## src/hw/rtl/dbba_ram.sv

```systemverilog
// generic single write port ram with registered read
`default_nettype none

module dbba_ram #(
    parameter int WIDTH = 16,
    parameter int DEPTH = 16
) (
    input  wire logic                                 i_clk,
    input  wire logic                                 i_we,
    input  wire logic [(DEPTH > 1 ? $clog2(DEPTH) : 1)-1:0] i_waddr,
    input  wire logic [WIDTH-1:0]                     i_wdata,
    input  wire logic [(DEPTH > 1 ? $clog2(DEPTH) : 1)-1:0] i_raddr,
    output      logic [WIDTH-1:0]                     o_rdata
);
    logic [WIDTH-1:0] r_mem [DEPTH];
    logic [WIDTH-1:0] r_rdata;

    always_ff @(posedge i_clk) begin
        if (i_we) begin
            r_mem[i_waddr] <= i_wdata;
        end
        r_rdata <= r_mem[i_raddr];
    end

    assign o_rdata = r_rdata;
endmodule

`default_nettype wire

```

## config.mk

```make
export PLATFORM = sky130hd
export DESIGN_NAME = dbba_ram
export DESIGN_NICKNAME = d
export VERILOG_FILES = /design/src/hw/rtl/dbba_ram.sv
export SDC_FILE = /design/constraint.sdc
export NUM_CORES = 1
export LEC_CHECK = 0
export ABC_AREA = 1
export BUFFER_PORTS_ARGS = -buffer_cell sky130_fd_sc_hd__buf_2
export CORE_AREA = 2 2 172 174
export CTS_CLUSTER_SIZE = 10
export DETAILED_ROUTE_END_ITERATION = 10
export DIE_AREA = 0 0 174 176
export PLACE_DENSITY = 0.56
export SETUP_SLACK_MARGIN = 0.02
export SYNTH_ARGS = -nofsm -noshare
export SYNTH_HDL_FRONTEND = slang
export SYNTH_SLANG_ARGS = --single-unit
```

## constraint.sdc

```tcl
create_clock -name i_clk -period 2.56 [get_ports i_clk]
set_input_delay 0.64 -clock i_clk [delete_from_list [all_inputs] [get_ports i_clk]]
set_output_delay 0.64 -clock i_clk [all_outputs]
set_load 0.02 [all_outputs]
```

# Yosys cells after proc, flatten, opt, wreduce, memory -nomap -nowiden
# Memories as Yosys holds them, arrays and structs flattened. A register that Yosys moved wholly into a read port is not among the register bits.
# Cells that the tools add are included.
[totals]
register_bits = 0
ram_bits = 256
inputBits = 26
out_inout_bits = 16
wordCells = 3
memories = 1
[op_classes]
mux = 2
[memory_table]
columns = ["name", "depth", "word_bits", "read_ports", "rd_clocked_by_memory_dff", "wr", "line", "text"]
rows = [
  ["r_mem", 16, 16, 1, 1, 1, "15", "logic [WIDTH-1:0] r_mem [DEPTH];"],
]
[op_table]
columns = ["op", "n"]
rows = [
  ["two-way mux 1 bit", 2],
]

# Depth between registers and ports, before layout
# Gate-level depths: netlist of the first run.
[logic_depth]
word_depth = 2
depth_mapped = 9

# Worst setup path after synthesis of the first run
# OpenSTA, ideal clock, no wires.
[synth_timing]
path_kind = "input port to flip-flop"
from = "in i_waddr[2] (netlist name)"
to = "mem r_mem[10][0] (enable)"
setup_time_ns = 0.388
t_arrival_ns = 1.551
slack_ns = 0.620
stages = 2
n_path_buf = 0
cell_sequence = "nand3b_1 -> nor2_1"
[synth_rtl]
columns = ["item", "line", "text"]
rows = [
  ["from (decl)", "10", "input wire logic [(DEPTH > 1 ? $clog2(DEPTH) : 1)-1:0] i_waddr,"],
  ["to (decl)", "15", ""],
]
# Straight into the memory's write port.

# Worst setup path after layout of the first run
[layout_timing]
from = "reg r_rdata[10], in the netlist o_rdata[10], read port of r_mem"
to = "out o_rdata[10]"
[layout_rtl]
columns = ["item", "line", "text"]
rows = [
  ["from (decl)", "16", "logic [WIDTH-1:0] r_rdata;"],
  ["to (decl)", "13", "output logic [WIDTH-1:0] o_rdata"],
]
# No word-level cell between the ends.

==> impl_metrics.toml, run 1 <==
[synthesis]
synth_top_area_share_pct = 67.55
synth-async-reset-ratio_pct = 0
ys_types = 13
syn_avg_cell_area_um2 = 10.60
yosys_warnings = 0
ys_seq_area_share_pct = 70.36
ys_top_cells_by_count = "341 x nand2_1, 256 x edfxtp_1, 196 x inv_1, 193 x nand3_1, 19 x buf_2"
synth.most_common_cell = "nand2_1"
yosysTopAreaCell = "edfxtp_1"
synthTopCellsByArea = "edfxtp_1 68%, nand2_1 11%, nand3_1 8.5%, inv_1 6.5%, dfxtp_1 2.8%"
ys_ff_latch = 272
synth_edf_count = 256
synth_cells = 1074
netlist_area_um2 = 11380
syn_nets = 1100
yosys_most_used_dff = "edfxtp_1"

[floorplan]
die_w_um = 174
fp.coreArea_um2 = 28550
fp.dieArea_um2 = 30620
core.rowCount = 62
start_util_pct = 39.87
die_h_um = 176
num_io_pins = 42

[power_and_ir_drop]
ir_drop_mv = 0.5007
p_leak_nw = 5.557
power.total_mw = 9.531
power_per_cell_area_nw_per_um2 = 731.4

[route]
dr.pass1.iters = 5
via_per_inst = 4.699
wl_met1_mm = 12.18
wl_per_cell_um = 17.48
met3_length_mm = 1.323
num_vias = 7236
postRouteAntennaNets = 0
wl_met2_mm = 12.92
top_layer = "met4"
drc = 0
drt_iter0_drc = 703
drt-total-wl_mm = 26.92

[setup_path]
cp_num_buf_inv = 1
startpoint = "o_rdata[10]"
crit_fanout = 1
max_stage_delay_ns = 0.40
reg2reg_from = "r_mem[3][8]"
crit_path_start_kind = "register"
crit_chain = "buf_2"
worstPathRequired_ns = 1.92
critical_path.top_delay_family = "flip-flops"
cpMaxStageDelayCell = "dfxtp_1"
crit_path_end_kind = "primary output"
path_class = "reg2out"
worstPathArrival_ns = 1.14

[clock_tree]
cts_hold_buf = 0
cts-resized-gates = 0
cts_setup_buffers = 0
path_clk_slew_ns = 0.06
clock_path_buffers = 3
cts-root-buf = "clkbuf_16"
htree_levels = 1
cts_tree = "yes"
cts_buffers = 31
clock_sinks = 272
clk_latency_ns = 0.56

[final_layout]
area_growth_pct = 14.50
drive_gt1_share_pct = 11.07
antenna_cells = 0
final_nets = 1159
fin_cells = 1540

[placed_design]
place_congestion = 0.7507
dp.cells = 1484
place_hpwl_mm = 15.33
port-buffer-count = 41

[sta]
layout_min_cycle_time_ns = 1.782
rsz0062_at_grt = "false"
fmax_mhz = 561.3
hold_viol = 0
slew_viol_final = 0
fin_skew_ns = 0.008575
setup_tns_ns = 0
relSlewSlack_pct = 40.68
worst_slew_pin_slew_ns = 0.8898
finalSetupViolations = 0
min_period_over_period_pct = 69.60

[grt]
antenna_found_initial = 0
grt_usage_pct = 17.64
grt_pass1_vias = 6833
grt_max_degree = 79
grt_first_pass_wirelength_mm = 40.74
overflow = 0

[flow_run]
drv_cap = 0

[worst_hold_path]
min-delay-start = "i_wdata[0]"
hp-class = "in2reg"

[status]
status = "finished clean"
-- sequential cells by signal, indices dropped and copies added (netlist names) --
| register | cells |
|---|---|
| o_rdata | 16 |
| r_mem | 256 |
-- area by class of cell --
cell class              count  area, µm²
fillers                  2680      15520
flip-flops and latches    272       8008
clock inverters             2      17.52
well taps                 384      480.5
multi-input cells         553       2365
repair buffers             77      553.0
inverters                 198      745.7
clock buffers              54      862.1
-- final timing paths --
check | endpoint | slack, ns | cells past startpoint
worst max-delay path | o_rdata[10] | 0.78 | 1
worst min-delay path | r_mem[15][0] | 0.48 | 1
worst max register to register | o_rdata[8] | 1.53 | 6
worst min register to register | o_rdata[3] | 0.64 | 6
-- metrics by stage --
step / utilization [%] / setup slack (ns) / hold slack, ns / instance area [µm²]
floorplan: - / 0.6204 / 0.6074 / 11380
global placement: 42.57 / 0.5347 / 0.6319 / 12150
detailed placement: 42.57 / 0.5176 / 0.6365 / 12150
CTS: 45.65 / 0.7482 / 0.4654 / 13030
global route: 45.65 / 0.7434 / 0.4768 / 13030
finish: 45.65 / 0.7783 / 0.4774 / 13030
-- logic make-up after synthesis --
logic type,after synthesis,share of synthesized area (%)
buffers and inverters,249,9.213
and+or+nand+nor,553,20.43
DFF,272,70.36
-- where the power goes --
group / switching, mW / internal (mW) / leakage, nW
Sequential: 0.0316 / 4.98 / 2.45
Clock: 1.65 / 2.25 / 0.418
Combinational: 0.439 / 0.178 / 2.69
-- layer usage --
| layer | vias up | global-route usage, % |
|---|---|---|
| met5 | - | 0 |
| met4 | 0 | 4.202 |
| met3 | 40 | 2.519 |
| met2 | 168 | 29.73 |
| met1 | 3453 | 24.30 |
| li1 | 3575 | - |
-- placed cells by master, fill, tap and decap left out --
cell / synthesis / layout
nand2_1: 341 / 341
edfxtp_1: 256 / 256
inv_1: 196 / 196
nand3_1: 193 / 193
buf_2: 19 / 40
clkbuf_16: 0 / 31
buf_4: 18 / 31
clkbuf_1: 10 / 23
nor2_2: 0 / 16
dfxtp_1: 16 / 16
buf_12: 0 / 6
nand3b_1: 2 / 2
inv_4: 0 / 1
inv_2: 2 / 1
nor2_1: 17 / 1
inv_6: 0 / 1
clkinv_4: 0 / 1
Note: power is estimated with default switching activity, not from simulation.
==> run 2, diff against run 1 <==
- clock period: 2.56 -> 1.7 ns (I/O delays scaled with it)
==> impl_metrics.toml, run 2 (synthesized netlist as in run 1, its figures left out) <==
[status]
status = "finished clean"

[grt]
grt_first_pass_wirelength_mm = 42.80
grt_max_degree = 54
grt_usage_pct = 18.48
grt_pass1_vias = 7114
antenna_found_initial = 3
overflow = 0

[sta]
layout_min_cycle_time_ns = 1.580
hold_slack_ns = 0.2809
min_period_over_period_pct = 92.95
fin_skew_ns = 0.008500
rsz0062_at_grt = "false"
relSlewSlack_pct = 73.92
fmax_mhz = 632.9
worst_slew_pin_slew_ns = 0.3912
setup_tns_ns = 0
finalWorstSetupSlack_ns = 0.1199
slew_viol_final = 0
hold_viol = 0
finalSetupViolations = 0

[final_layout]
stdcell_area_um2 = 13210
mostFrequentLayoutCells = "341 x nand2_1, 256 x edfxtp_1, 196 x inv_1"
final_nets = 1174
drive_gt1_share_pct = 12.25
layout_commonest_cell = "nand2_1"
fillCellCount = 2726
largest_reg_flops = 256
area_growth_pct = 16.07
regMostFlops = "r_mem"
fin_cells = 1553

[route]
drt_iter0_drc = 743
drc = 0
postRouteAntennaNets = 0
wl_per_cell_um = 18.02
via_per_inst = 4.760
num_vias = 7392
drt-total-wl_mm = 27.99
dr.pass1.iters = 5

[flow_run]
drv_cap = 0

[floorplan]
die_h_um = 176
fp.coreArea_um2 = 28550
die_w_um = 174
num_io_pins = 42
fp.dieArea_um2 = 30620
start_util_pct = 39.87
core.rowCount = 62

[power_and_ir_drop]
power.internal_mw = 11.18
ir_drop_mv = 0.7580
p_switching_mw = 3.143
power_per_cell_area_nw_per_um2 = 1084
p_clk_share_pct = 40.4
p_seq_share_pct = 52.7
power_frac_comb_pct = 6.9
p_leak_nw = 5.657
power.share.switching_pct = 21.94

[setup_path]
crit_fanout = 1
crit_chain = "buf_2"
path_class = "reg2out"
crit_path_start_kind = "register"
crit_path_end_kind = "primary output"
max_stage_delay_ns = 0.41
critical_path.top_delay_family = "flip-flops"
worstPathRequired_ns = 1.27
worstPathArrival_ns = 1.16
cp_num_buf_inv = 1
cpMaxStageDelayCell = "dfxtp_1"

[clock_tree]
cts_tree = "yes"
cts_setup_buffers = 0
htree_levels = 1
path_clk_slew_ns = 0.05
clock_sinks = 272
cts-resized-gates = 0
cts-root-buf = "clkbuf_16"
cts_hold_buf = 0
clock_path_buffers = 3
clk_latency_ns = 0.53
cts_buffers = 31

[placed_design]
dp.cells = 1499
post-place-ws_ns = 0.04306
place_congestion = 0.8076
port-buffer-count = 41
placed_cell_area_um2 = 12340
place_hpwl_mm = 17.52

[worst_hold_path]
hp-class = "in2reg"
==> run 2: per-stage QoR <==
| stage | total power [mW] | utilization (%) |
|---|---|---|
| 2_1_floorplan | 8.235 | - |
| 3_3_place_gp | 8.685 | 43.22 |
| 3_5_place_dp | 8.693 | 43.22 |
| 4_1_cts | 14.47 | 46.26 |
| 5_1_grt | 14.83 | 46.27 |
| 6_report | 14.32 | 46.27 |
==> run 2: cell type report <==
cell class	count	area, µm²	area share (%)
Clock buffer	50	857.1	6.488
Antenna cell	2	5.005	0.03789
Timing Repair Buffer	92	740.7	5.607
Clock inverter	2	8.758	0.06630
Sequential cell	272	8008	60.62
Multi-Input combinational cell	553	2365	17.90
Inverter	198	745.7	5.645
Tap cell	384	480.5	3.637
==> run 2: path summary, 6_finish.rpt <==
path | startpoint | endpoint | slack (ns) | depth (start not counted)
min reg2reg | r_mem[2][1] | o_rdata[1] | 0.66 | 6
max | o_rdata[3] | o_rdata[3] | 0.12 | 1
min | i_wdata[4] | r_mem[13][4] | 0.28 | 1
max reg2reg | r_mem[7][7] | o_rdata[7] | 0.68 | 6
==> run 2: per-layer routing <==
| layer | vias up | global-route usage, % | part of all wire, % |
|---|---|---|---|
| met5 | - | 0 | 0 |
| met4 | 0 | 5.532 | 2.3 |
| met3 | 43 | 2.907 | 6.2 |
| met2 | 200 | 29.35 | 46 |
| met1 | 3536 | 26.38 | 46 |
| li1 | 3613 | - | - |
==> run 2: power groups by stage <==
stage	Clock [mW]	Combinational [mW]	Sequential [mW]
2_1_floorplan	0	0.507	7.73
3_3_place_gp	0	0.997	7.69
3_5_place_dp	0	1.00	7.69
4_1_cts	5.91	1.01	7.55
5_1_grt	6.17	1.10	7.56
6_report	5.78	0.992	7.55
==> run 3, diff against run 2 <==
- ABC_AREA: 1 -> not set
- CORE_AREA: 2 2 172 174 -> 2 2 162 164
- DIE_AREA: 0 0 174 176 -> 0 0 164 166
- clock period: 1.7 -> 1.9 ns (I/O delays scaled with it)
==> impl_metrics.toml, run 3 <==
[status]
status = "finished clean"

[sta]
min_period_over_period_pct = 84.62
slew_viol_final = 0
fin_skew_ns = 0.01588
setup_tns_ns = 0
fmax_mhz = 622.0
finalSetupViolations = 0
relSlewSlack_pct = 30.66
hold_viol = 0
finalWorstSetupSlack_ns = 0.2922
layout_min_cycle_time_ns = 1.608
hold_slack_ns = 0.3013
worst_slew_pin_slew_ns = 1.035
rsz0062_at_grt = "false"

[synthesis]
synthTopCellsByArea = "edfxtp_1 77%, mux4_2 12%, dfxtp_1 3.2%, mux4_1 2.6%, a22oi_1 2.4%"
yosys_warnings = 0
yosys_most_used_dff = "edfxtp_1"
synth.most_common_cell = "edfxtp_1"
netlist_area_um2 = 10040
syn_avg_cell_area_um2 = 23.25
synth_cells = 432
ys_top_cells_by_count = "256 x edfxtp_1, 54 x mux4_2, 32 x a22oi_1, 17 x nand2_1, 16 x dfxtp_1"
yosysTopAreaCell = "edfxtp_1"
syn_nets = 458
synth_edf_count = 256
ys_seq_area_share_pct = 79.73
synth-async-reset-ratio_pct = 0
ys_ff_latch = 272
synth_top_area_share_pct = 76.54
ys_types = 19

[clock_tree]
cts-resized-gates = 0
cts_hold_buf = 0
path_clk_slew_ns = 0.06
cts_tree = "yes"
clock_sinks = 272
clock_path_buffers = 3
cts_setup_buffers = 0
htree_levels = 1
cts_buffers = 31
clk_latency_ns = 0.55
cts-root-buf = "clkbuf_16"

[setup_path]
crit_chain = "buf_2"
cpMaxStageDelayCell = "dfxtp_1"
path_class = "reg2out"
critical_path.top_delay_family = "flip-flops"
max_stage_delay_ns = 0.40
crit_path_end_kind = "primary output"
crit_fanout = 1
worstPathArrival_ns = 1.13
cp_num_buf_inv = 1
worstPathRequired_ns = 1.42
crit_path_start_kind = "register"

[final_layout]
fin_cells = 875
largest_reg_flops = 256
drive_gt1_share_pct = 32.96
layout_commonest_cell = "edfxtp_1"
regMostFlops = "r_mem"
area_growth_pct = 19.06
mostFrequentLayoutCells = "256 x edfxtp_1, 54 x mux4_2, 40 x buf_2"
final_nets = 541
antenna_cells = 0
stdcell_area_um2 = 11960
fillCellCount = 2119

[grt]
grt_usage_pct = 15.22
grt_max_degree = 35
antenna_found_initial = 0
overflow = 0
grt_first_pass_wirelength_mm = 30.31
grt_pass1_vias = 4929

[floorplan]
num_io_pins = 42
start_util_pct = 39.21
core.rowCount = 59
fp.dieArea_um2 = 27220
die_w_um = 164
die_h_um = 166
fp.coreArea_um2 = 25620

[worst_hold_path]
hp-class = "in2reg"

[placed_design]
place_hpwl_mm = 11.66
port-buffer-count = 41
post-place-ws_ns = -0.03541
place_congestion = 0.7062
dp.cells = 817
placed_cell_area_um2 = 11060

[power_and_ir_drop]
p_leak_nw = 3.884
power_per_cell_area_nw_per_um2 = 1057
ir_drop_mv = 0.5956

[route]
drt-total-wl_mm = 20.42
wl_per_cell_um = 23.34
via_per_inst = 5.312
postRouteAntennaNets = 0
num_vias = 4648
dr.pass1.iters = 5
drt_iter0_drc = 390
drc = 0

[flow_run]
drv_cap = 0
-- run 3: cell families after synthesis --
logic type	count (synthesis)	synth area share, %
AOI/OAI and AO/OA	32	2.392
buffers and inverters	21	1.233
DFF	272	79.73
muxes	64	14.73
and+or+nand+nor	43	1.918
-- run 3: where the power goes --
part | internal (mW) | switching, mW | total (mW)
clock network | 3.08 | 2.14 | 5.23
registers | 6.71 | 0.0403 | 6.75
logic | 0.276 | 0.385 | 0.661
-- run 3: metal layers --
metal | vias to the layer above | GRT usage, % | share of wire, % | wire length (µm)
li1 | 2010 | - | - | -
met2 | 121 | 24.55 | 49 | 10010
met5 | - | 0 | 0 | 0
met1 | 2486 | 21.71 | 44 | 9038
met3 | 31 | 2.897 | 5.0 | 1011
met4 | 0 | 3.432 | 1.7 | 357
-- run 3: area by class of cell --
class	instances	area [µm²]	area share, %
Multi-Input combinational cell	139	1992	16.66
Clock buffer	56	879.6	7.356
Clock inverter	2	13.76	0.1151
Tap cell	335	419.2	3.505
Timing Repair Buffer	71	645.6	5.399
Sequential cell	272	8008	66.97
-- run 3: worst paths after layout --
check / startpoint / to / slack (ns) / cells past startpoint
hold reg to reg: r_mem[14][15] / o_rdata[15] / 0.67 / 3
hold / removal: i_wdata[7] / r_mem[1][7] / 0.30 / 1
setup reg to reg: r_mem[3][8] / o_rdata[8] / 0.60 / 3
setup / recovery: o_rdata[10] / o_rdata[10] / 0.29 / 1
-- run 3: metrics by stage --
stage,power (mW),util (%)
2_1_floorplan,7.241,-
3_3_place_gp,7.531,43.19
3_5_place_dp,7.550,43.19
4_1_cts,12.77,46.68
5_1_grt,13.05,46.68
6_report,12.64,46.68
